File: config.mk
export PLATFORM = sky130hd
export DESIGN_NAME = qmr_rot_sum
export DESIGN_NICKNAME = d
export VERILOG_FILES = /design/src/design/qmr_pkg.sv /design/src/design/qmr_rot_sum.sv
export SDC_FILE = /design/constraint.sdc
export NUM_CORES = 1
export LEC_CHECK = 0
export ABC_CLOCK_PERIOD_IN_PS = 14100
export CAP_MARGIN = 20
export CORE_AREA = 2 2 184 186
export CTS_CLUSTER_DIAMETER = 50
export DETAILED_ROUTE_END_ITERATION = 16
export DIE_AREA = 0 0 186 188
export DONT_BUFFER_PORTS = 1
export RECOVER_POWER = 25
export SYNTH_ARGS = -nofsm -noshare
export SYNTH_HDL_FRONTEND = slang
export SYNTH_SLANG_ARGS = --single-unit
export TNS_END_PERCENT = 20
File: constraint.sdc
create_clock -name i_clk -period 14.1 [get_ports i_clk]
set_input_delay 1.41 -clock i_clk [delete_from_list [all_inputs] [get_ports i_clk]]
set_output_delay 1.41 -clock i_clk [all_outputs]
set_load 0.02 [all_outputs]
File: src/design/qmr_pkg.sv
// Shared types, constants and arithmetic helpers of the quaternion multiply and rotate unit.
package qmr_pkg;

    localparam int DATA_W = 16;
    localparam int FRAC_W = 14;
    localparam int PROD_W = 2 * DATA_W;
    localparam int SUM_W  = PROD_W + 2;
    localparam int RND_W  = SUM_W - FRAC_W;
    localparam int ACC_W  = RND_W + 1;

    localparam logic [1:0] FUNC_PROD = 2'd0;
    localparam logic [1:0] FUNC_ROT  = 2'd1;
    localparam logic [1:0] FUNC_CONJ = 2'd2;

    localparam int QW = 0;
    localparam int QX = 1;
    localparam int QY = 2;
    localparam int QZ = 3;

    localparam int VX = 0;
    localparam int VY = 1;
    localparam int VZ = 2;

    localparam logic signed [SUM_W-1:0] SUM_HALF =
        {{(SUM_W-FRAC_W){1'b0}}, 1'b1, {(FRAC_W-1){1'b0}}};
    localparam logic signed [ACC_W-1:0] ACC_MAX =
        {{(ACC_W-DATA_W+1){1'b0}}, {(DATA_W-1){1'b1}}};
    localparam logic signed [ACC_W-1:0] ACC_MIN = ~ACC_MAX;

    typedef logic signed [DATA_W-1:0] t_data;
    typedef logic signed [PROD_W-1:0] t_prod;
    typedef logic signed [SUM_W-1:0]  t_sum;
    typedef logic signed [RND_W-1:0]  t_rnd;
    typedef logic signed [ACC_W-1:0]  t_acc;

    typedef struct packed {
        logic [1:0] func;
        t_data      a_w;
        t_data      a_x;
        t_data      a_y;
        t_data      a_z;
        t_data      b_w;
        t_data      b_x;
        t_data      b_y;
        t_data      b_z;
    } t_in_item;

    typedef struct packed {
        t_data r_w;
        t_data r_x;
        t_data r_y;
        t_data r_z;
        logic  saturated;
    } t_out_item;

    typedef struct packed {
        t_data val;
        logic  clip;
    } t_sat;

    typedef struct packed {
        logic                valid;
        logic [1:0]          func;
        t_data [3:0]         a;
        t_data [2:0]         v;
        t_prod [3:0][3:0]    prod;
    } t_stg_a;

    typedef struct packed {
        logic        valid;
        logic [1:0]  func;
        t_data [3:0] a;
        t_data [2:0] v;
        t_data [3:0] res;
        logic        clip;
        t_data [2:0] c;
    } t_stg_b;

    typedef struct packed {
        logic        valid;
        logic [1:0]  func;
        t_data [2:0] v;
        t_data [3:0] res;
        logic        clip;
        t_prod [2:0] wc;
        t_prod [2:0] pos;
        t_prod [2:0] neg;
    } t_stg_c;

    function automatic t_sum ext_prod(input t_prod p);
        return {{(SUM_W-PROD_W){p[PROD_W-1]}}, p};
    endfunction

    function automatic t_acc ext_data(input t_data d);
        return {{(ACC_W-DATA_W){d[DATA_W-1]}}, d};
    endfunction

    function automatic t_acc ext_rnd(input t_rnd r);
        return {{(ACC_W-RND_W){r[RND_W-1]}}, r};
    endfunction

    // Rounds an exact sum to the data scale, halves rounding toward plus infinity.
    function automatic t_rnd round_sum(input t_sum s);
        t_sum t;
        t = s + SUM_HALF;
        return t[SUM_W-1:FRAC_W];
    endfunction

    function automatic t_sat sat_acc(input t_acc x);
        t_sat r;
        r.clip = 1'b0;
        r.val  = x[DATA_W-1:0];
        if (x > ACC_MAX) begin
            r.val  = ACC_MAX[DATA_W-1:0];
            r.clip = 1'b1;
        end else if (x < ACC_MIN) begin
            r.val  = ACC_MIN[DATA_W-1:0];
            r.clip = 1'b1;
        end
        return r;
    endfunction

endpackage

File: src/design/qmr_rot_sum.sv
// Fourth pipeline stage: rotation sums, final saturation and the result register.
module qmr_rot_sum (
    input  logic               i_clk,
    input  logic               i_rst_n,
    input  qmr_pkg::t_stg_c    i_stg,
    output logic               o_valid,
    output qmr_pkg::t_out_item o_result
);

    logic               r_valid;
    qmr_pkg::t_out_item r_result;
    qmr_pkg::t_out_item n_result;
    qmr_pkg::t_sum      s [3];
    qmr_pkg::t_sum      d [3];
    qmr_pkg::t_acc      tot [3];
    qmr_pkg::t_sat      r_sat [3];

    always_comb begin
        for (int i = 0; i < 3; i++) begin
            s[i]     = qmr_pkg::ext_prod(i_stg.wc[i]) + qmr_pkg::ext_prod(i_stg.pos[i])
                     - qmr_pkg::ext_prod(i_stg.neg[i]);
            d[i]     = {s[i][qmr_pkg::SUM_W-2:0], 1'b0};
            tot[i]   = qmr_pkg::ext_rnd(qmr_pkg::round_sum(d[i]))
                     + qmr_pkg::ext_data(i_stg.v[i]);
            r_sat[i] = qmr_pkg::sat_acc(tot[i]);
        end

        if (i_stg.func == qmr_pkg::FUNC_ROT) begin
            n_result.r_w       = '0;
            n_result.r_x       = r_sat[qmr_pkg::VX].val;
            n_result.r_y       = r_sat[qmr_pkg::VY].val;
            n_result.r_z       = r_sat[qmr_pkg::VZ].val;
            n_result.saturated = i_stg.clip | r_sat[0].clip | r_sat[1].clip | r_sat[2].clip;
        end else begin
            n_result.r_w       = i_stg.res[qmr_pkg::QW];
            n_result.r_x       = i_stg.res[qmr_pkg::QX];
            n_result.r_y       = i_stg.res[qmr_pkg::QY];
            n_result.r_z       = i_stg.res[qmr_pkg::QZ];
            n_result.saturated = i_stg.clip;
        end
    end

    always_ff @(posedge i_clk) begin
        r_result <= n_result;
        if (!i_rst_n) begin
            r_valid <= 1'b0;
        end else begin
            r_valid <= i_stg.valid;
        end
    end

    assign o_valid  = r_valid;
    assign o_result = r_result;

endmodule

==> results.cfg, run 1 <==
[power]
clkPwrFrac = 0.115
seqPwrFrac = 0.126
peakVddDrop_uv = 68.4
netSwitchingFraction = 0.521
power.density_nw_per_um2 = 163
p_leak_nw = 7.10
p_sw_mw = 1.25
combPwrFrac = 0.759
internal-power_mw = 1.14

[placement]
placed_cell_area_um2 = 14300
io_buffers = 0
dpl.hpwl_mm = 33.9
place_ws_ns = 5.68
routabilityCongestion = 0.901

[routing]
remaining_drc_errors = 0
dr.first_iter.drc_count = 562
ant_nets = 0
wl_per_cell_um = 16.8
detail_route.vias_per_cell = 5.48
drt-pass1-iter-count = 5
vias = 12600
wl_mm = 38.7

[clocking]
hold_buffers = 0
cts_tree = done
cts-root-buf = clkbuf_16
max-clock-path-buffers = 2
cts.sinks = 66
post_cts_buffers = 0
clk_pin_slew_ns = 0.07
numCtsBuffers = 9
ctsResizeCount = 0
h-tree-depth = 3

[synthesis]
syn_inst = 1866
syn_area_um2 = 13900
ys_warn_count = 0
synth.avg_cell_area_um2 = 7.42
synth.largest_area_cell = ha_1
ys_ff_latch = 66
synth.area.top_cells = ha_1 (15%), fa_1 (14%), dfxtp_1 (9.5%)
synthFlopType = dfxtp_1
synth_edf_count = 0
syn_nets = 2532
synth_top_area_frac = 0.148
synth_cell_types = 84
async_flop_share = 0
yosysSeqAreaShare = 0.0954

[critical_path]
worst_ep_arrival_time_ns = 8.31
critical_path_class = in -> reg
worstSetupStartpointType = input port
path_cells = inv_1 -> fa_1 -> inv_1 -> ha_1 -> a21oi_1 -> mux2_2 -> a41oi_1 -> o31ai_1 -> a311oi_1 -> nand2_1 -> or4b_2 -> nand4b_1 -> xnor2_1 -> ha_1 -> a21o_1 -> a21oi_1 -> o211ai_1 -> nor3_1 -> o31ai_1 -> a221oi_1 -> xnor2_1 -> o41a_1 -> nor2_1 -> a21oi_1
required_ns = 14.30
max_stage_delay_ns = 0.74
crit_family = compound AO/OA/AOI/OAI gates
worstPathMaxFanout = 11
cp_num_buf_inv = 2
end_kind = flop
crit_top_cell = a21oi_1
cpMaxStageDelayCell = or4b_2

[die]
start_util = 0.418
rows = 67
fp.dieArea_um2 = 35000
die_w_um = 186
core_region_area_um2 = 33100
die_h_um = 188
ioPinCount = 472

[timing]
worst_slack_ns = 5.99
drv_slew = 76
fin_tns_setup_ns = 0
hold_viol_final = 0
fin_crit_ns = 8.11
max_slew_margin = -1.05
finalCritPeriodShare = 0.575
max_freq_ghz = 0.123
grt_setup_unrepaired = no
worst_slew_pin_slew_ns = 3.08
setup-violations-final = 0
holdWs_ns = 1.16

[job]
max_cap_viol_count = 1

[cells_and_area]
fin_nets = 2515
synthToLayoutAreaGrowth_pct = 5.83
final_cell_mix = inv_1 (324), ha_1 (164), a21oi_1 (163), nand2_1 (149), nor2_1 (121)
final_common_cell = inv_1
multi_input_area_um2 = 11200
fillers = 3332
fin_area_um2 = 14700
drive_gt1_frac = 0.0270
regArea_um2 = 1320
antennaDiodeCount = 0

[grt]
met3_usage = 0.0375
grt_overflow = 0
use_met2 = 0.373
grt.busiest_layer = met2
grt_max_degree = 76
grt_pass1_vias = 12000
use_met1 = 0.268
grt_antenna_before_repair = 1
globalRouteTotalUtil = 0.214
grt_pass1_wl_mm = 59.9

[status]
status = finished with violations
violations = capacitance limit, slew limit

[worst_hold_path]
hold_depth = 2
worstHoldStart = i_stg[319]
hold_end = o_result[47]
hold_class = in -> reg
## metal layers
| metal | part of all wire | wire, µm |
|---|---|---|
| met1 | 0.44 | 16900 |
| met2 | 0.49 | 18800 |
| met3 | 0.056 | 2180 |
| met4 | 0.021 | 817 |
| met5 | 0.00034 | 13 |
## power groups by stage
stage	logic (mW)	clock network (mW)	registers (mW)
finish	1.81	0.275	0.301
global route	2.04	0.288	0.304
CTS	1.81	0.282	0.302
detailed placement	1.80	0	0.306
global placement	1.78	0	0.307
floorplan	1.42	0	0.294
## synthesized netlist by cell type (all sizes together) (4+ instances only)
cell	count
and2	32
a21oi	165
o2111a	4
nor2b	19
dfxtp	66
nor3	34
a311oi	5
or2	6
nand2	149
o2111ai	7
o21bai	16
a41oi	4
or4	8
a211o	10
ha	164
a31oi	13
o211ai	18
and4	5
inv	324
nand3	38
nor3b	6
mux2i	6
or3	7
nor4	11
clkbuf	30
nand4b	8
a2111oi	7
nand4	28
and3	22
o31a	4
fa	96
xnor2	98
a21o	52
o21a	19
o21ai	110
xor2	49
o31ai	13
nand2b	22
o22ai	4
a211oi	18
nor2	121
## layout make-up
class / instances / share of cell area
Inverter: 324 / 0.0830
Clock buffer: 9 / 0.0154
Tap cell: 448 / 0.0382
Sequential cell: 66 / 0.0901
Clock inverter: 7 / 0.00854
Multi-Input combinational cell: 1443 / 0.762
Timing Repair Buffer: 5 / 0.00256
## registers in the layout, indices dropped and copies added, names as in the netlist
name,count
o_result,65
o_valid,1
## metrics by stage
step / total power [mW] / utilization / instances
after floorplan: 1.71 / - / 1866
after global placement: 2.09 / 0.432 / 2285
after detailed placement: 2.11 / 0.432 / 2285
after CTS: 2.40 / 0.442 / 2301
after global routing: 2.63 / 0.443 / 2302
final: 2.39 / 0.443 / 2302
## cells by family after synthesis
logic type | count (synthesis) | synth area share
buf+inv | 357 | 0.0982
flops | 66 | 0.0954
fa+ha+maj | 260 | 0.287
simple gates | 526 | 0.189
compound gates | 503 | 0.232
mux | 7 | 0.00515
xor+xnor | 147 | 0.0930
## worst max-delay path by stage
stage,from,endpoint,slack (ns),cells after the start
after floorplan,i_stg[141],o_result[19],6.58,25
after global placement,i_stg[68],o_result[1],5.83,23
after detailed placement,i_stg[141],o_result[22],5.68,24
after CTS,i_stg[141],o_result[22],6.05,24
after global routing,i_stg[141],o_result[19],5.44,24
final,i_stg[141],o_result[25],5.99,24
(Power assumes the default switching activity.)
==> run 2: changes to the inputs <==
ABC_CLOCK_PERIOD_IN_PS = 7450   (was 14100)
clock period = 7.45 ns   (was 14.1 ns; I/O delays follow)
==> run 2 against run 1 <==
  * The run now ends clean
  * Wire length rose by 0.23%
  * Critical path depth did not move
  * Count of clock-buffer cells in the layout did not move
  * Sequential power rose by 89%
  * Core utilization rose by 0.20 points
  * Flip-flop and latch count did not move
  * Non-clock buffer count rose by 9
  * First-iteration DRC count rose by 0.53%
  * Final cell count rose by 0.39%
  * Global-route usage barely moved
  * Power rose by 91%
  * Via count rose by 0.13%
  * Critical path type unchanged
  * Highest routed layer unchanged
==> results.cfg, run 2 (synthesis gave the netlist of run 1 again) <==
[status]
status = complete, no violations

[timing]
hold_viol_final = 0
setup-violations-final = 0
grt_setup_unrepaired = no
max_freq_ghz = 0.146
drv_slew = 0
max_slew_margin = 0.0578
finalCritPeriodShare = 0.922
worst_slew_pin_slew_ns = 1.41
fin_tns_setup_ns = 0
fin_crit_ns = 6.87

[clocking]
max-clock-path-buffers = 2
ctsResizeCount = 0
numCtsBuffers = 9
clk_pin_slew_ns = 0.07
cts_tree = done
h-tree-depth = 3
cts.sinks = 66
post_cts_buffers = 0
hold_buffers = 0
cts-root-buf = clkbuf_16

[cells_and_area]
fin_nets = 2524
regArea_um2 = 1320
final_common_cell = inv_1
fin_area_um2 = 14700
drive_gt1_frac = 0.0317
fillers = 3414
antennaDiodeCount = 0
synthToLayoutAreaGrowth_pct = 6.30
multi_input_area_um2 = 11200
largest_reg_flops = 65
final_cell_mix = inv_1 (324), ha_1 (164), a21oi_1 (163), nand2_1 (149), nor2_1 (121)

[die]
fp.dieArea_um2 = 35000
ioPinCount = 472
rows = 67
core_region_area_um2 = 33100
die_h_um = 188
die_w_um = 186
start_util = 0.418

[power]
netSwitchingFraction = 0.519
combPwrFrac = 0.760
p_leak_nw = 7.15
p_sw_mw = 2.37
peakVddDrop_uv = 123
power.density_nw_per_um2 = 309
clkPwrFrac = 0.115
internal-power_mw = 2.19
seqPwrFrac = 0.125

[critical_path]
worst_ep_arrival_time_ns = 7.17
required_ns = 7.74
worstPathMaxFanout = 14
worstSetupStartpointType = input port
end_kind = flop
critical_path_class = in -> reg

[grt]
grt_pass1_wl_mm = 59.9
grt_max_degree = 41
grt_pass1_vias = 12000
grt_overflow = 0
globalRouteTotalUtil = 0.214
grt_antenna_before_repair = 1

[routing]
drt-pass1-iter-count = 5
remaining_drc_errors = 0
ant_nets = 0
vias = 12600
detail_route.vias_per_cell = 5.46
dr.first_iter.drc_count = 565
wl_per_cell_um = 16.8
wl_mm = 38.8

[worst_hold_path]
hold_class = in -> reg

[placement]
placed_cell_area_um2 = 14400
routabilityCongestion = 0.912
io_buffers = 0
dpl.hpwl_mm = 34.1

[job]
max_cap_viol_count = 0
## run 2: cell count changes in the layout (fill, tap and decap cells not counted), sizes merged
cell    before  now
clkinv       2    3
buf          4   14
inv        326  325
clkbuf      10    9
## run 2: critical path: stages
cell	delay [ns]
inv_1	0.03
fa_1	0.49
inv_1	0.04
ha_1	0.40
a21oi_2	0.18
o211ai_1	0.10
a221o_1	0.34
a21o_2	0.23
a211oi_1	0.46
mux2i_1	0.15
a221oi_1	0.54
nand4b_1	0.34
xnor2_1	0.24
ha_1	0.36
a21o_1	0.20
a21oi_1	0.17
o211ai_1	0.12
nor3_1	0.35
o31ai_1	0.18
a221oi_1	0.37
xnor2_1	0.22
a41o_1	0.54
o211ai_1	0.19
a21oi_1	0.16
## run 2: routing by layer
metal  vias up  share of wire  GRT usage
li1       6393              -          -
met1      5781           0.44      0.267
met2       401           0.49      0.376
met3        49          0.057     0.0383
met4         2          0.019     0.0563
met5         -        0.00034          0
## run 2: final timing paths
kind	startpoint	endpoint	slack, ns	cells after the start
setup / recovery	i_stg[140]	o_result[30]	0.58	24
hold / removal	i_stg[338]	o_result[2]	0.49	2
## run 2: final cells by class
cell class / instances / area share
repair buffers: 14 / 0.00714
clock inverters: 7 / 0.00850
clock buffers: 9 / 0.0153
well taps: 448 / 0.0381
flip-flops and latches: 66 / 0.0897
multi-input cells: 1443 / 0.759
inverters: 324 / 0.0826
## run 2: through the flow
step	setup WS [ns]	std cells	utilization	hold WS, ns	power, mW
global route	0.0459	2311	0.445	0.498	5.02
CTS	0.629	2311	0.445	0.482	4.56
floorplan	0.592	1866	-	0.853	3.24
finish	0.578	2311	0.445	0.494	4.56
detailed placement	0.279	2295	0.434	0.862	4.01
global placement	0.384	2295	0.434	0.860	3.97
## run 2: power by group through the flow
| stage | registers, mW | clock network, mW | logic [mW] |
|---|---|---|---|
| after global routing | 0.575 | 0.546 | 3.90 |
| after CTS | 0.571 | 0.536 | 3.46 |
| final | 0.568 | 0.525 | 3.46 |
| after floorplan | 0.557 | 0 | 2.68 |
| after detailed placement | 0.579 | 0 | 3.43 |
| after global placement | 0.580 | 0 | 3.39 |
