==> src/design/qmr_pkg.sv <==
// Shared types, constants and arithmetic helpers of the quaternion multiply and rotate unit.
package qmr_pkg;

    localparam int DATA_W = 16;
    localparam int FRAC_W = 14;
    localparam int PROD_W = 2 * DATA_W;
    localparam int SUM_W  = PROD_W + 2;
    localparam int RND_W  = SUM_W - FRAC_W;
    localparam int ACC_W  = RND_W + 1;

    localparam logic [1:0] FUNC_PROD = 2'd0;
    localparam logic [1:0] FUNC_ROT  = 2'd1;
    localparam logic [1:0] FUNC_CONJ = 2'd2;

    localparam int QW = 0;
    localparam int QX = 1;
    localparam int QY = 2;
    localparam int QZ = 3;

    localparam int VX = 0;
    localparam int VY = 1;
    localparam int VZ = 2;

    localparam logic signed [SUM_W-1:0] SUM_HALF =
        {{(SUM_W-FRAC_W){1'b0}}, 1'b1, {(FRAC_W-1){1'b0}}};
    localparam logic signed [ACC_W-1:0] ACC_MAX =
        {{(ACC_W-DATA_W+1){1'b0}}, {(DATA_W-1){1'b1}}};
    localparam logic signed [ACC_W-1:0] ACC_MIN = ~ACC_MAX;

    typedef logic signed [DATA_W-1:0] t_data;
    typedef logic signed [PROD_W-1:0] t_prod;
    typedef logic signed [SUM_W-1:0]  t_sum;
    typedef logic signed [RND_W-1:0]  t_rnd;
    typedef logic signed [ACC_W-1:0]  t_acc;

    typedef struct packed {
        logic [1:0] func;
        t_data      a_w;
        t_data      a_x;
        t_data      a_y;
        t_data      a_z;
        t_data      b_w;
        t_data      b_x;
        t_data      b_y;
        t_data      b_z;
    } t_in_item;

    typedef struct packed {
        t_data r_w;
        t_data r_x;
        t_data r_y;
        t_data r_z;
        logic  saturated;
    } t_out_item;

    typedef struct packed {
        t_data val;
        logic  clip;
    } t_sat;

    typedef struct packed {
        logic                valid;
        logic [1:0]          func;
        t_data [3:0]         a;
        t_data [2:0]         v;
        t_prod [3:0][3:0]    prod;
    } t_stg_a;

    typedef struct packed {
        logic        valid;
        logic [1:0]  func;
        t_data [3:0] a;
        t_data [2:0] v;
        t_data [3:0] res;
        logic        clip;
        t_data [2:0] c;
    } t_stg_b;

    typedef struct packed {
        logic        valid;
        logic [1:0]  func;
        t_data [2:0] v;
        t_data [3:0] res;
        logic        clip;
        t_prod [2:0] wc;
        t_prod [2:0] pos;
        t_prod [2:0] neg;
    } t_stg_c;

    function automatic t_sum ext_prod(input t_prod p);
        return {{(SUM_W-PROD_W){p[PROD_W-1]}}, p};
    endfunction

    function automatic t_acc ext_data(input t_data d);
        return {{(ACC_W-DATA_W){d[DATA_W-1]}}, d};
    endfunction

    function automatic t_acc ext_rnd(input t_rnd r);
        return {{(ACC_W-RND_W){r[RND_W-1]}}, r};
    endfunction

    // Rounds an exact sum to the data scale, halves rounding toward plus infinity.
    function automatic t_rnd round_sum(input t_sum s);
        t_sum t;
        t = s + SUM_HALF;
        return t[SUM_W-1:FRAC_W];
    endfunction

    function automatic t_sat sat_acc(input t_acc x);
        t_sat r;
        r.clip = 1'b0;
        r.val  = x[DATA_W-1:0];
        if (x > ACC_MAX) begin
            r.val  = ACC_MAX[DATA_W-1:0];
            r.clip = 1'b1;
        end else if (x < ACC_MIN) begin
            r.val  = ACC_MIN[DATA_W-1:0];
            r.clip = 1'b1;
        end
        return r;
    endfunction

endpackage

==> src/design/qmr_dot_round.sv <==
// Second pipeline stage: product sums, cross product, conjugate, rounding and saturation.
module qmr_dot_round (
    input  logic            i_clk,
    input  logic            i_rst_n,
    input  qmr_pkg::t_stg_a i_stg,
    output qmr_pkg::t_stg_b o_stg
);

    qmr_pkg::t_stg_b r_stg;
    qmr_pkg::t_stg_b n_stg;
    qmr_pkg::t_sum   p [4][4];
    qmr_pkg::t_sum   s_q [4];
    qmr_pkg::t_sum   s_c [3];
    qmr_pkg::t_sat   q_sat [4];
    qmr_pkg::t_sat   c_sat [3];
    qmr_pkg::t_sat   n_sat [3];

    always_comb begin
        for (int i = 0; i < 4; i++) begin
            for (int j = 0; j < 4; j++) begin
                p[i][j] = qmr_pkg::ext_prod(i_stg.prod[i][j]);
            end
        end

        s_q[qmr_pkg::QW] = p[qmr_pkg::QW][qmr_pkg::QW] - p[qmr_pkg::QX][qmr_pkg::QX]
                         - p[qmr_pkg::QY][qmr_pkg::QY] - p[qmr_pkg::QZ][qmr_pkg::QZ];
        s_q[qmr_pkg::QX] = p[qmr_pkg::QW][qmr_pkg::QX] + p[qmr_pkg::QX][qmr_pkg::QW]
                         + p[qmr_pkg::QY][qmr_pkg::QZ] - p[qmr_pkg::QZ][qmr_pkg::QY];
        s_q[qmr_pkg::QY] = p[qmr_pkg::QW][qmr_pkg::QY] - p[qmr_pkg::QX][qmr_pkg::QZ]
                         + p[qmr_pkg::QY][qmr_pkg::QW] + p[qmr_pkg::QZ][qmr_pkg::QX];
        s_q[qmr_pkg::QZ] = p[qmr_pkg::QW][qmr_pkg::QZ] + p[qmr_pkg::QX][qmr_pkg::QY]
                         - p[qmr_pkg::QY][qmr_pkg::QX] + p[qmr_pkg::QZ][qmr_pkg::QW];

        s_c[qmr_pkg::VX] = p[qmr_pkg::QY][qmr_pkg::QZ] - p[qmr_pkg::QZ][qmr_pkg::QY];
        s_c[qmr_pkg::VY] = p[qmr_pkg::QZ][qmr_pkg::QX] - p[qmr_pkg::QX][qmr_pkg::QZ];
        s_c[qmr_pkg::VZ] = p[qmr_pkg::QX][qmr_pkg::QY] - p[qmr_pkg::QY][qmr_pkg::QX];

        for (int i = 0; i < 4; i++) begin
            q_sat[i] = qmr_pkg::sat_acc(qmr_pkg::ext_rnd(qmr_pkg::round_sum(s_q[i])));
        end
        for (int i = 0; i < 3; i++) begin
            c_sat[i] = qmr_pkg::sat_acc(qmr_pkg::ext_rnd(qmr_pkg::round_sum(s_c[i])));
            n_sat[i] = qmr_pkg::sat_acc(-qmr_pkg::ext_data(i_stg.a[i+1]));
        end

        n_stg.valid = i_stg.valid;
        n_stg.func  = i_stg.func;
        n_stg.a     = i_stg.a;
        n_stg.v     = i_stg.v;
        for (int i = 0; i < 3; i++) begin
            n_stg.c[i] = c_sat[i].val;
        end

        case (i_stg.func)
            qmr_pkg::FUNC_PROD: begin
                for (int i = 0; i < 4; i++) begin
                    n_stg.res[i] = q_sat[i].val;
                end
                n_stg.clip = q_sat[0].clip | q_sat[1].clip | q_sat[2].clip | q_sat[3].clip;
            end
            qmr_pkg::FUNC_ROT: begin
                n_stg.res  = '0;
                n_stg.clip = c_sat[0].clip | c_sat[1].clip | c_sat[2].clip;
            end
            qmr_pkg::FUNC_CONJ: begin
                n_stg.res[qmr_pkg::QW] = i_stg.a[qmr_pkg::QW];
                for (int i = 0; i < 3; i++) begin
                    n_stg.res[i+1] = n_sat[i].val;
                end
                n_stg.clip = n_sat[0].clip | n_sat[1].clip | n_sat[2].clip;
            end
            default: begin
                n_stg.res  = '0;
                n_stg.clip = 1'b0;
            end
        endcase
    end

    always_ff @(posedge i_clk) begin
        if (!i_rst_n) begin
            r_stg <= '0;
        end else begin
            r_stg <= n_stg;
        end
    end

    assign o_stg = r_stg;

endmodule

==> config.mk <==
export PLATFORM = sky130hd
export DESIGN_NAME = qmr_dot_round
export DESIGN_NICKNAME = d
export VERILOG_FILES = /design/src/design/qmr_pkg.sv /design/src/design/qmr_dot_round.sv
export SDC_FILE = /design/constraint.sdc
export NUM_CORES = 1
export LEC_CHECK = 0
export ABC_AREA = 1
export BUFFER_PORTS_ARGS = -buffer_cell sky130_fd_sc_hd__clkbuf_2
export CORE_AREA = 2 2 331 333
export CTS_BUF_LIST = sky130_fd_sc_hd__clkbuf_4
export DETAILED_ROUTE_END_ITERATION = 7
export DIE_AREA = 0 0 333 335
export GPL_ROUTABILITY_DRIVEN = 0
export PLACE_DENSITY = 0.54
export SLEW_MARGIN = 0
export SYNTH_ARGS = -nofsm -noshare
export SYNTH_HDL_FRONTEND = slang
export SYNTH_SLANG_ARGS = --single-unit
==> constraint.sdc <==
create_clock -name i_clk -period 9.2 [get_ports i_clk]
set_input_delay 0.92 -clock i_clk [delete_from_list [all_inputs] [get_ports i_clk]]
set_output_delay 0.92 -clock i_clk [all_outputs]
set_load 0.02 [all_outputs]
==> results of run 1 <==
==> worst paths after layout <==
| kind | from | endpoint | slack, ps |
|---|---|---|---|
| max | i_stg[506] | o_stg[55] | 4830 |
| min | i_stg[559] | o_stg[160] | 250 |
==> cell type report <==
class                   count  area [um^2]
multi-input cells        3378        22900
repair buffers            865         4350
inverters                 864         3250
well taps                1414         1770
clock buffers             105          788
flip-flops and latches    228         4560
diodes                     12         30.0
fillers                 11900        70400
clock inverters            22          114
==> cells by family after synthesis <==
logic type,after synthesis,share of synthesized area [%]
and+or+nand+nor,1988,26.1
buffers and inverters,909,11.2
adders and majority gates,704,34.7
AOI/OAI and AO/OA,555,9.57
DFF,228,14.8
xor gates and xnor gates,131,3.72
==> metrics by stage <==
step	hold WS, ps	util [%]	area [um^2]	std cells
floorplan	1010	-	30900	4515
global placement	1100	34.0	36800	6749
detailed placement	1100	34.0	36800	6749
CTS	60.8	34.9	37700	6876
global route	99.5	34.9	37700	6884
finish	248	34.9	37700	6888
==> synth_stat cells, types with 14 or more instances <==
cell / number / area [um^2]
inv_1: 857 / 3220
dfxtp_1: 228 / 4560
nor4_1: 17 / 106
ha_1: 452 / 5660
o21ai_0: 120 / 601
nand3_1: 165 / 826
clkbuf_1: 28 / 105
fa_1: 252 / 5040
a21oi_1: 348 / 1740
nor2_1: 364 / 1370
xor2_1: 81 / 709
xnor2_1: 50 / 438
o21bai_1: 20 / 150
nand4_1: 27 / 169
a31oi_1: 14 / 87.6
nor3_1: 39 / 195
nand2_1: 1321 / 4960
==> layer usage <==
metal / vias to the layer above / share of wire (%) / track usage [%] / wire (um)
li1: 16000 / - / - / -
met5: - / 0.021 / 0 / 25
met1: 14400 / 43 / 26.3 / 52100
met4: 4 / 2.2 / 5.72 / 2610
met3: 145 / 5.7 / 3.97 / 6920
met2: 984 / 49 / 37.8 / 59000
==> power groups by stage <==
stage | clock network, W | logic, W | registers (W)
CTS | 0.00113 | 0.00541 | 0.00117
finish | 0.00106 | 0.00538 | 0.00116
global placement | 0 | 0.00537 | 0.00118
floorplan | 0 | 0.00353 | 0.00134
detailed placement | 0 | 0.00536 | 0.00118
global route | 0.00118 | 0.00609 | 0.00117
==> critical path: cells and delay by family <==
kind,cells,cell delay [ps]
AO/OA/AOI/OAI,5,1130
adder cells (fa/ha/maj),4,1720
buffers and inverters,3,370
AND/OR/NAND/NOR,9,970
==> impl_metrics.yaml, run 1 <==
yosys:
  synth-seq-cells: 228
  syn_nets: 5848
  netlist_area_um2: 30900
  synth-edff-count: 0
  async_reset_ff_share_pct: 0
  syn-instance-count: 4515
  synth_area_per_cell_um2: 6.84
  synthFlopType: "dfxtp_1"
  yosysSeqAreaShare_pct: 14.8
  ys.warnings.count: 0
  synthDistinctLibCells: 53
placed_design:
  port_buffers: 856
  hpwlAfterDp_um: 107000
  preCtsSetupSlack_ps: 3870
drt:
  wl_per_cell_um: 17.5
  ant_nets: 0
  drt_iter0_markers: 1617
  route.final.wire_length_um: 121000
  num_vias: 31500
  vias_per_cell: 4.57
  drt_pre_antenna_iters: 5
  drc: 0
worst_setup_path:
  worstPathRequired_ps: 9950
  crit_chain: "clkbuf_2, inv_1, fa_1, fa_1, ha_1, ha_1, a21oi_1, o21ai_0, nand2_1, nand2_1, a21oi_1, nand2_1, nand2_1, nand2_1, nor2_1, nand2_1, nand2_1, inv_1, o21ai_0, a22oi_1, nor2_1"
  end_kind: "register"
  path_max_fanout: 13
  cpPeakStageDelay_ps: 540
  crit_type: "in2reg"
  crit_top_cell: "nand2_1"
  start_kind: "input port"
  arrival_ps: 5120
  slowest_stage: "fa_1"
timing:
  setup_viol: 0
  slew_headroom_pct: 41.3
  max_freq_mhz: 229
  rsz0062_at_grt: "no"
  fin_setup_tns_ps: 0
  fin_crit_sh_pct: 47.4
  final-hold-violation-count: 0
  worst_slack_ps: 4830
  worstMarginPinSlew_ps: 881
  maxSlewViolCount: 0
  period_minus_slack_ps: 4370
finish:
  final_common_cell: "nand2_1"
  layout_common_cells: "nand2_1 (1320), inv_1 (857), clkbuf_2 (855)"
  largest_register_ffs: 228
  final_layout_size_suffix_gt1_share_pct: 18.8
  area_growth_pct: 22.2
  final_nets: 6745
grt:
  grt_max_degree: 65
  grt_pass1_vias: 32400
  antenna_found_initial: 11
  grt_pass1_wl_um: 183000
  gr-total-overflow: 0
  gr-usage-all-layers_pct: 21.3
power:
  power_frac_seq_pct: 15.3
  p_int_w: 0.00350
  clock_power_share_pct: 13.9
  combPwrFrac_pct: 70.8
  powerDensity_nw_per_um2: 201
  switching_share_pct: 54.0
  p_leak_nw: 22.0
  peakVddDrop_mv: 0.0926
  p_total_w: 0.00760
  switchingPower_w: 0.00410
floorplan:
  dieArea_um2: 112000
  start_util_pct: 28.6
  core-area_um2: 108000
  die_w_um: 333
  fp-row-count: 121
  ioPinCount: 857
  chipHeight_um: 335
cts:
  cts_tree: "yes"
  hold_buffers: 0
  clkSinkCount: 228
  post_cts_buffers: 0
  htreeDepth: 3
  ctsLongestPathBuffers: 3
  clk_pin_slew_worst_paths_ps: 60
  cts_root_buffer: "clkbuf_4"
  cts_made_buffers: 75
  cts_resized: 0
run_status:
  status: "complete, no violations"
worst_hold_path:
  hold_class: "in2reg"
  min_delay_path_depth: 3
flow_run:
  max_cap_violations: 0
No activity file was read; power rests on OpenSTA's default activity.
==> run 2: changes to the inputs <==
Clock period 9.2 ns to 4.38 ns, I/O delays scaled along.
==> impl_metrics.yaml, run 2 (synthesis gave the netlist of run 1 again) <==
cts:
  cts_made_buffers: 73
  cts_root_buffer: "clkbuf_4"
  clk_pin_slew_worst_paths_ps: 60
  cts_tree: "yes"
  cts_resized: 0
  clkSinkCount: 228
  htreeDepth: 3
  ctsLongestPathBuffers: 3
flow_run:
  max_cap_violations: 0
finish:
  final_common_cell: "nand2_1"
  layout_common_cells: "nand2_1 (1320), inv_1 (857), clkbuf_2 (855)"
  final_layout_size_suffix_gt1_share_pct: 19.2
  final_nets: 6926
  nFillCells: 11700
  largest_register_ffs: 228
  area_growth_pct: 27.6
  stdcell_count: 7062
run_status:
  status: "complete, no violations"
worst_setup_path:
  start_kind: "input port"
  worstPathRequired_ps: 5110
  slowest_stage: "fa_1"
  crit_top_cell: "nand2_1"
  end_kind: "register"
  crit_buf_inv: 3
  arrival_ps: 4310
  cpPeakStageDelay_ps: 590
  crit_chain: "clkbuf_2, inv_1, fa_1, fa_1, ha_1, ha_1, a21oi_1, o21ai_0, nand2_1, nand2_1, a21oi_1, nand2_1, nand2_1, nand2_1, nor2_1, nand2_1, nand2_1, nand2_1, nor2_1, nand3_1, nand2_1, inv_1, nor2_1, nor2_1"
  path_delay_family: "adder cells"
  crit_type: "in2reg"
  path_max_fanout: 5
drt:
  num_vias: 32300
  drt_pre_antenna_iters: 5
  route.final.wire_length_um: 122000
  ant_nets: 0
  vias_per_cell: 4.57
  wl_per_cell_um: 17.3
  drc: 0
  drt_iter0_markers: 1726
grt:
  grt_pass1_wl_um: 185000
  grt_max_degree: 95
  gr-total-overflow: 0
  gr-usage-all-layers_pct: 21.5
  antenna_found_initial: 8
  grt_pass1_vias: 32800
floorplan:
  core-area_um2: 108000
  dieArea_um2: 112000
  chipHeight_um: 335
  ioPinCount: 857
  start_util_pct: 28.6
  die_w_um: 333
  fp-row-count: 121
timing:
  setup_viol: 0
  rsz0062_at_grt: "no"
  final-hold-violation-count: 0
  maxSlewViolCount: 0
  fin_crit_sh_pct: 81.6
  slew_headroom_pct: 39.2
  max_freq_mhz: 280
  worstMarginPinSlew_ps: 909
  period_minus_slack_ps: 3570
power:
  p_total_w: 0.0166
  peakVddDrop_mv: 0.251
  powerDensity_nw_per_um2: 421
  p_leak_nw: 22.8
placed_design:
  port_buffers: 856
  dp.cells: 6811
  hpwlAfterDp_um: 108000
worst_hold_path:
  hold_class: "in2reg"
run 2: changes by cell type in the layout (fill, tap and decap cells not counted), sizes merged:
cell / previous run / this run
dlygate4sd3: 0 / 121
buf: 10 / 72
diode: 12 / 4
clkbuf: 960 / 954
clkinv: 18 / 23
bufinv: 0 / 2
clkinvlp: 3 / 1
run 2: final timing paths:
path,start,endpoint,slack [ps],depth (start not counted)
min,i_stg[375],o_stg[9],200,6
max,i_stg[184],o_stg[48],810,24
run 2: what timing repair did:
item,CTS,global route
endpoints found under the setup margin,0,0
buffers inserted,0,0
hold buffers,121,0
endpoints found under the hold margin,137,0
run 2: metal layers:
layer,part of all wire [%],GRT usage (%)
met5,0.024,0
met2,49,38.6
met1,43,26.3
met4,2.5,5.68
met3,5.5,3.67
run 2: final cells by class:
class | count | area [um^2] | area share [%]
Multi-Input combinational cell | 3378 | 22900 | 58.0
Timing Repair Buffer | 1048 | 6040 | 15.3
Sequential cell | 228 | 4560 | 11.6
Inverter | 864 | 3250 | 8.23
Tap cell | 1414 | 1770 | 4.49
Clock buffer | 99 | 743 | 1.89
Clock inverter | 27 | 178 | 0.451
Antenna cell | 4 | 10.0 | 0.0254
run 2: per-stage QoR:
step	cell area, um^2	TNS, ps	util [%]	worst slack (ps)	hold slack, ps
after CTS	39400	0	36.5	868	61.9
after floorplan	30900	0	-	696	531
after global placement	37300	-261	34.5	-164	619
final	39400	0	36.5	805	196
after global routing	39400	0	36.5	605	151
after detailed placement	37300	-245	34.5	-170	622
run 2: power breakdown:
part / internal (W) / leakage [nW] / total, W / switching [W]
registers: 0.00235 / 1.89 / 0.00244 / 0.0000978
logic: 0.00438 / 20.3 / 0.0119 / 0.00749
clock network: 0.00117 / 0.551 / 0.00230 / 0.00113
total: 0.00789 / 22.8 / 0.0166 / 0.00872
==> run 3: changes to the inputs <==
Settings changed: ABC_AREA 1 to 0, CORE_AREA 2 2 331 333 to 2 2 338 340, DIE_AREA 0 0 333 335 to 0 0 340 342, PLACE_DENSITY 0.54 to 0.5.
Clock period 4.38 ns to 3.1 ns, I/O delays scaled along.
==> impl_metrics.yaml, run 3 <==
power:
  powerDensity_nw_per_um2: 694
  peakVddDrop_mv: 0.497
  p_leak_nw: 22.2
  p_total_w: 0.0308
grt:
  gr-total-overflow: 0
  grt_pass1_vias: 30100
  gr-usage-all-layers_pct: 19.7
  gr-usage-met3_pct: 4.59
  grt_util_met2_pct: 34.3
  grt_pass1_wl_um: 175000
  busiest_layer: "met2"
  antenna_found_initial: 12
  gr-usage-met1_pct: 24.4
  grt_max_degree: 88
cts:
  cts_root_buffer: "clkbuf_4"
  ctsLongestPathBuffers: 3
  clkSinkCount: 228
  htreeDepth: 3
  cts_tree: "yes"
  clk_pin_slew_worst_paths_ps: 70
  cts_made_buffers: 81
yosys:
  synth_common_cells: "ha_1 (452), inv_1 (368), a21oi_1 (307)"
  syn_nets: 4369
  synthFlopType: "dfxtp_1"
  netlist.area_leader.share_pct: 21.0
  syn-instance-count: 3036
  yosysSeqAreaShare_pct: 16.9
  netlist_area_um2: 26900
  synthTopCellsByArea: "ha_1 (21%), fa_1 (19%), dfxtp_1 (17%)"
  synth_area_per_cell_um2: 8.87
  synth.most_common_cell: "ha_1"
  synthDistinctLibCells: 91
  synth-seq-cells: 228
  synth-edff-count: 0
  async_reset_ff_share_pct: 0
  ys.warnings.count: 0
  yosysTopAreaCell: "ha_1"
drt:
  ant_nets: 0
  drc: 0
  num_vias: 28700
  drt_pre_antenna_iters: 7
  wl_per_cell_um: 18.5
  drt_iter0_markers: 1103
  route.final.wire_length_um: 119000
  vias_per_cell: 4.48
timing:
  rsz0062_at_grt: "yes"
  worst_slack_ps: -738
  period_minus_slack_ps: 3840
  slew_headroom_pct: 35.5
  max_freq_mhz: 261
  fin_setup_tns_ps: -32800
  fin_crit_sh_pct: 124
  worstMarginPinSlew_ps: 968
  maxSlewViolCount: 0
  setup_viol: 64
  final-hold-violation-count: 0
floorplan:
  start_util_pct: 23.8
  core-area_um2: 113000
  fp-row-count: 124
  dieArea_um2: 116000
  ioPinCount: 857
  die_w_um: 340
  chipHeight_um: 342
finish:
  final_common_cell: "clkbuf_2"
  design_area_um2: 44400
  area_growth_pct: 64.8
  largest_register_ffs: 228
  final_layout_size_suffix_gt1_share_pct: 44.8
  final_nets: 6167
  final_util_pct: 39.3
  layout_common_cells: "clkbuf_2 (842), buf_4 (746), ha_1 (353)"
worst_setup_path:
  crit_type: "in2reg"
  start_kind: "input port"
  path_max_fanout: 5
  crit_path_start: "i_stg[460]"
  worstPathRequired_ps: 3910
  arrival_ps: 4650
  end_kind: "register"
placed_design:
  placed_cell_area_um2: 39400
  hpwlAfterDp_um: 101000
  port_buffers: 856
  preCtsSetupSlack_ps: -1820
run_status:
  violations: "setup timing"
  status: "finished, violations left"
flow_run:
  max_cap_violations: 0
worst_hold_path:
  hold_class: "in2reg"
  min_from: "i_stg[516]"
[run 3: changes by cell type after synthesis, sizes merged, moves of 41 or more]
cell and delta:
a21o +79, nand2 -1148, nor2 -205, inv -494
and2 +123, a21oi -41, nand3 -121, xnor2 +44
[run 3: cells by family after synthesis]
group | synth area share (%)
AO/OA/AOI/OAI | 17.2
XOR/XNOR | 5.43
adder cells (fa/ha/maj) | 39.7
buffers and inverters | 6.27
flip-flops | 16.9
multiplexers | 0.306
AND/OR/NAND/NOR | 14.2
[run 3: final timing paths]
kind / slack [ps] / cells past startpoint / to
worst min-delay path: 170 / 3 / o_stg[117]
worst max-delay path: -740 / 19 / o_stg[48]
[run 3: per-layer routing]
layer / wire (um) / share of wire, %
met1: 50800 / 43
met4: 2590 / 2.2
met5: 50 / 0.042
met3: 7450 / 6.3
met2: 57800 / 49
[run 3: critical path, cell delays in order]
cell and delay (ps):
buf_6 80, inv_4 30, fa_2 470, fa_2 380, fa_2 590, ha_4 230
and4_1 180, o21ai_2 70, a21oi_2 50, o31a_1 340, a21o_1 230, a2111oi_4 310
a211oi_2 70, or4_4 500, mux2i_1 150, buf_4 160, and4b_2 260, and3_1 160
o22ai_1 70
[run 3: per-stage QoR]
stage / instances / hold WS, ps
floorplan: 3036 / 432
global placement: 6072 / 515
detailed placement: 6072 / 520
CTS: 6389 / 8.96
global route: 6412 / 60.3
finish: 6416 / 169
[run 3: power by group]
part | leakage, nW | internal, W | total, W | switching, W
Sequential | 1.89 | 0.00334 | 0.00351 | 0.000172
Combinational | 19.7 | 0.0118 | 0.0236 | 0.0118
Clock | 0.627 | 0.00194 | 0.00368 | 0.00173
[run 3: area by class of cell]
| class | count | area [um^2] |
|---|---|---|
| clock buffer | 114 | 856 |
| tap | 1512 | 1890 |
| sequential | 228 | 4560 |
| inverter | 369 | 1420 |
| multi-input combinational | 2370 | 23500 |
| clock inverter | 31 | 215 |
| fill | 11600 | 68700 |
| timing repair buffer | 1784 | 12000 |
| antenna | 8 | 20.0 |
[run 3: repair_timing]
| action | in CTS | in global routing |
|---|---|---|
| endpoints found under the setup margin | 63 | 108 |
| pin swaps | 115 | 130 |
| buffers inserted | 30 | 28 |
| hold buffers | 144 | 0 |
| resized for setup | 178 | 201 |
| endpoints found under the hold margin | 176 | 0 |
| gates cloned | 1 | 1 |
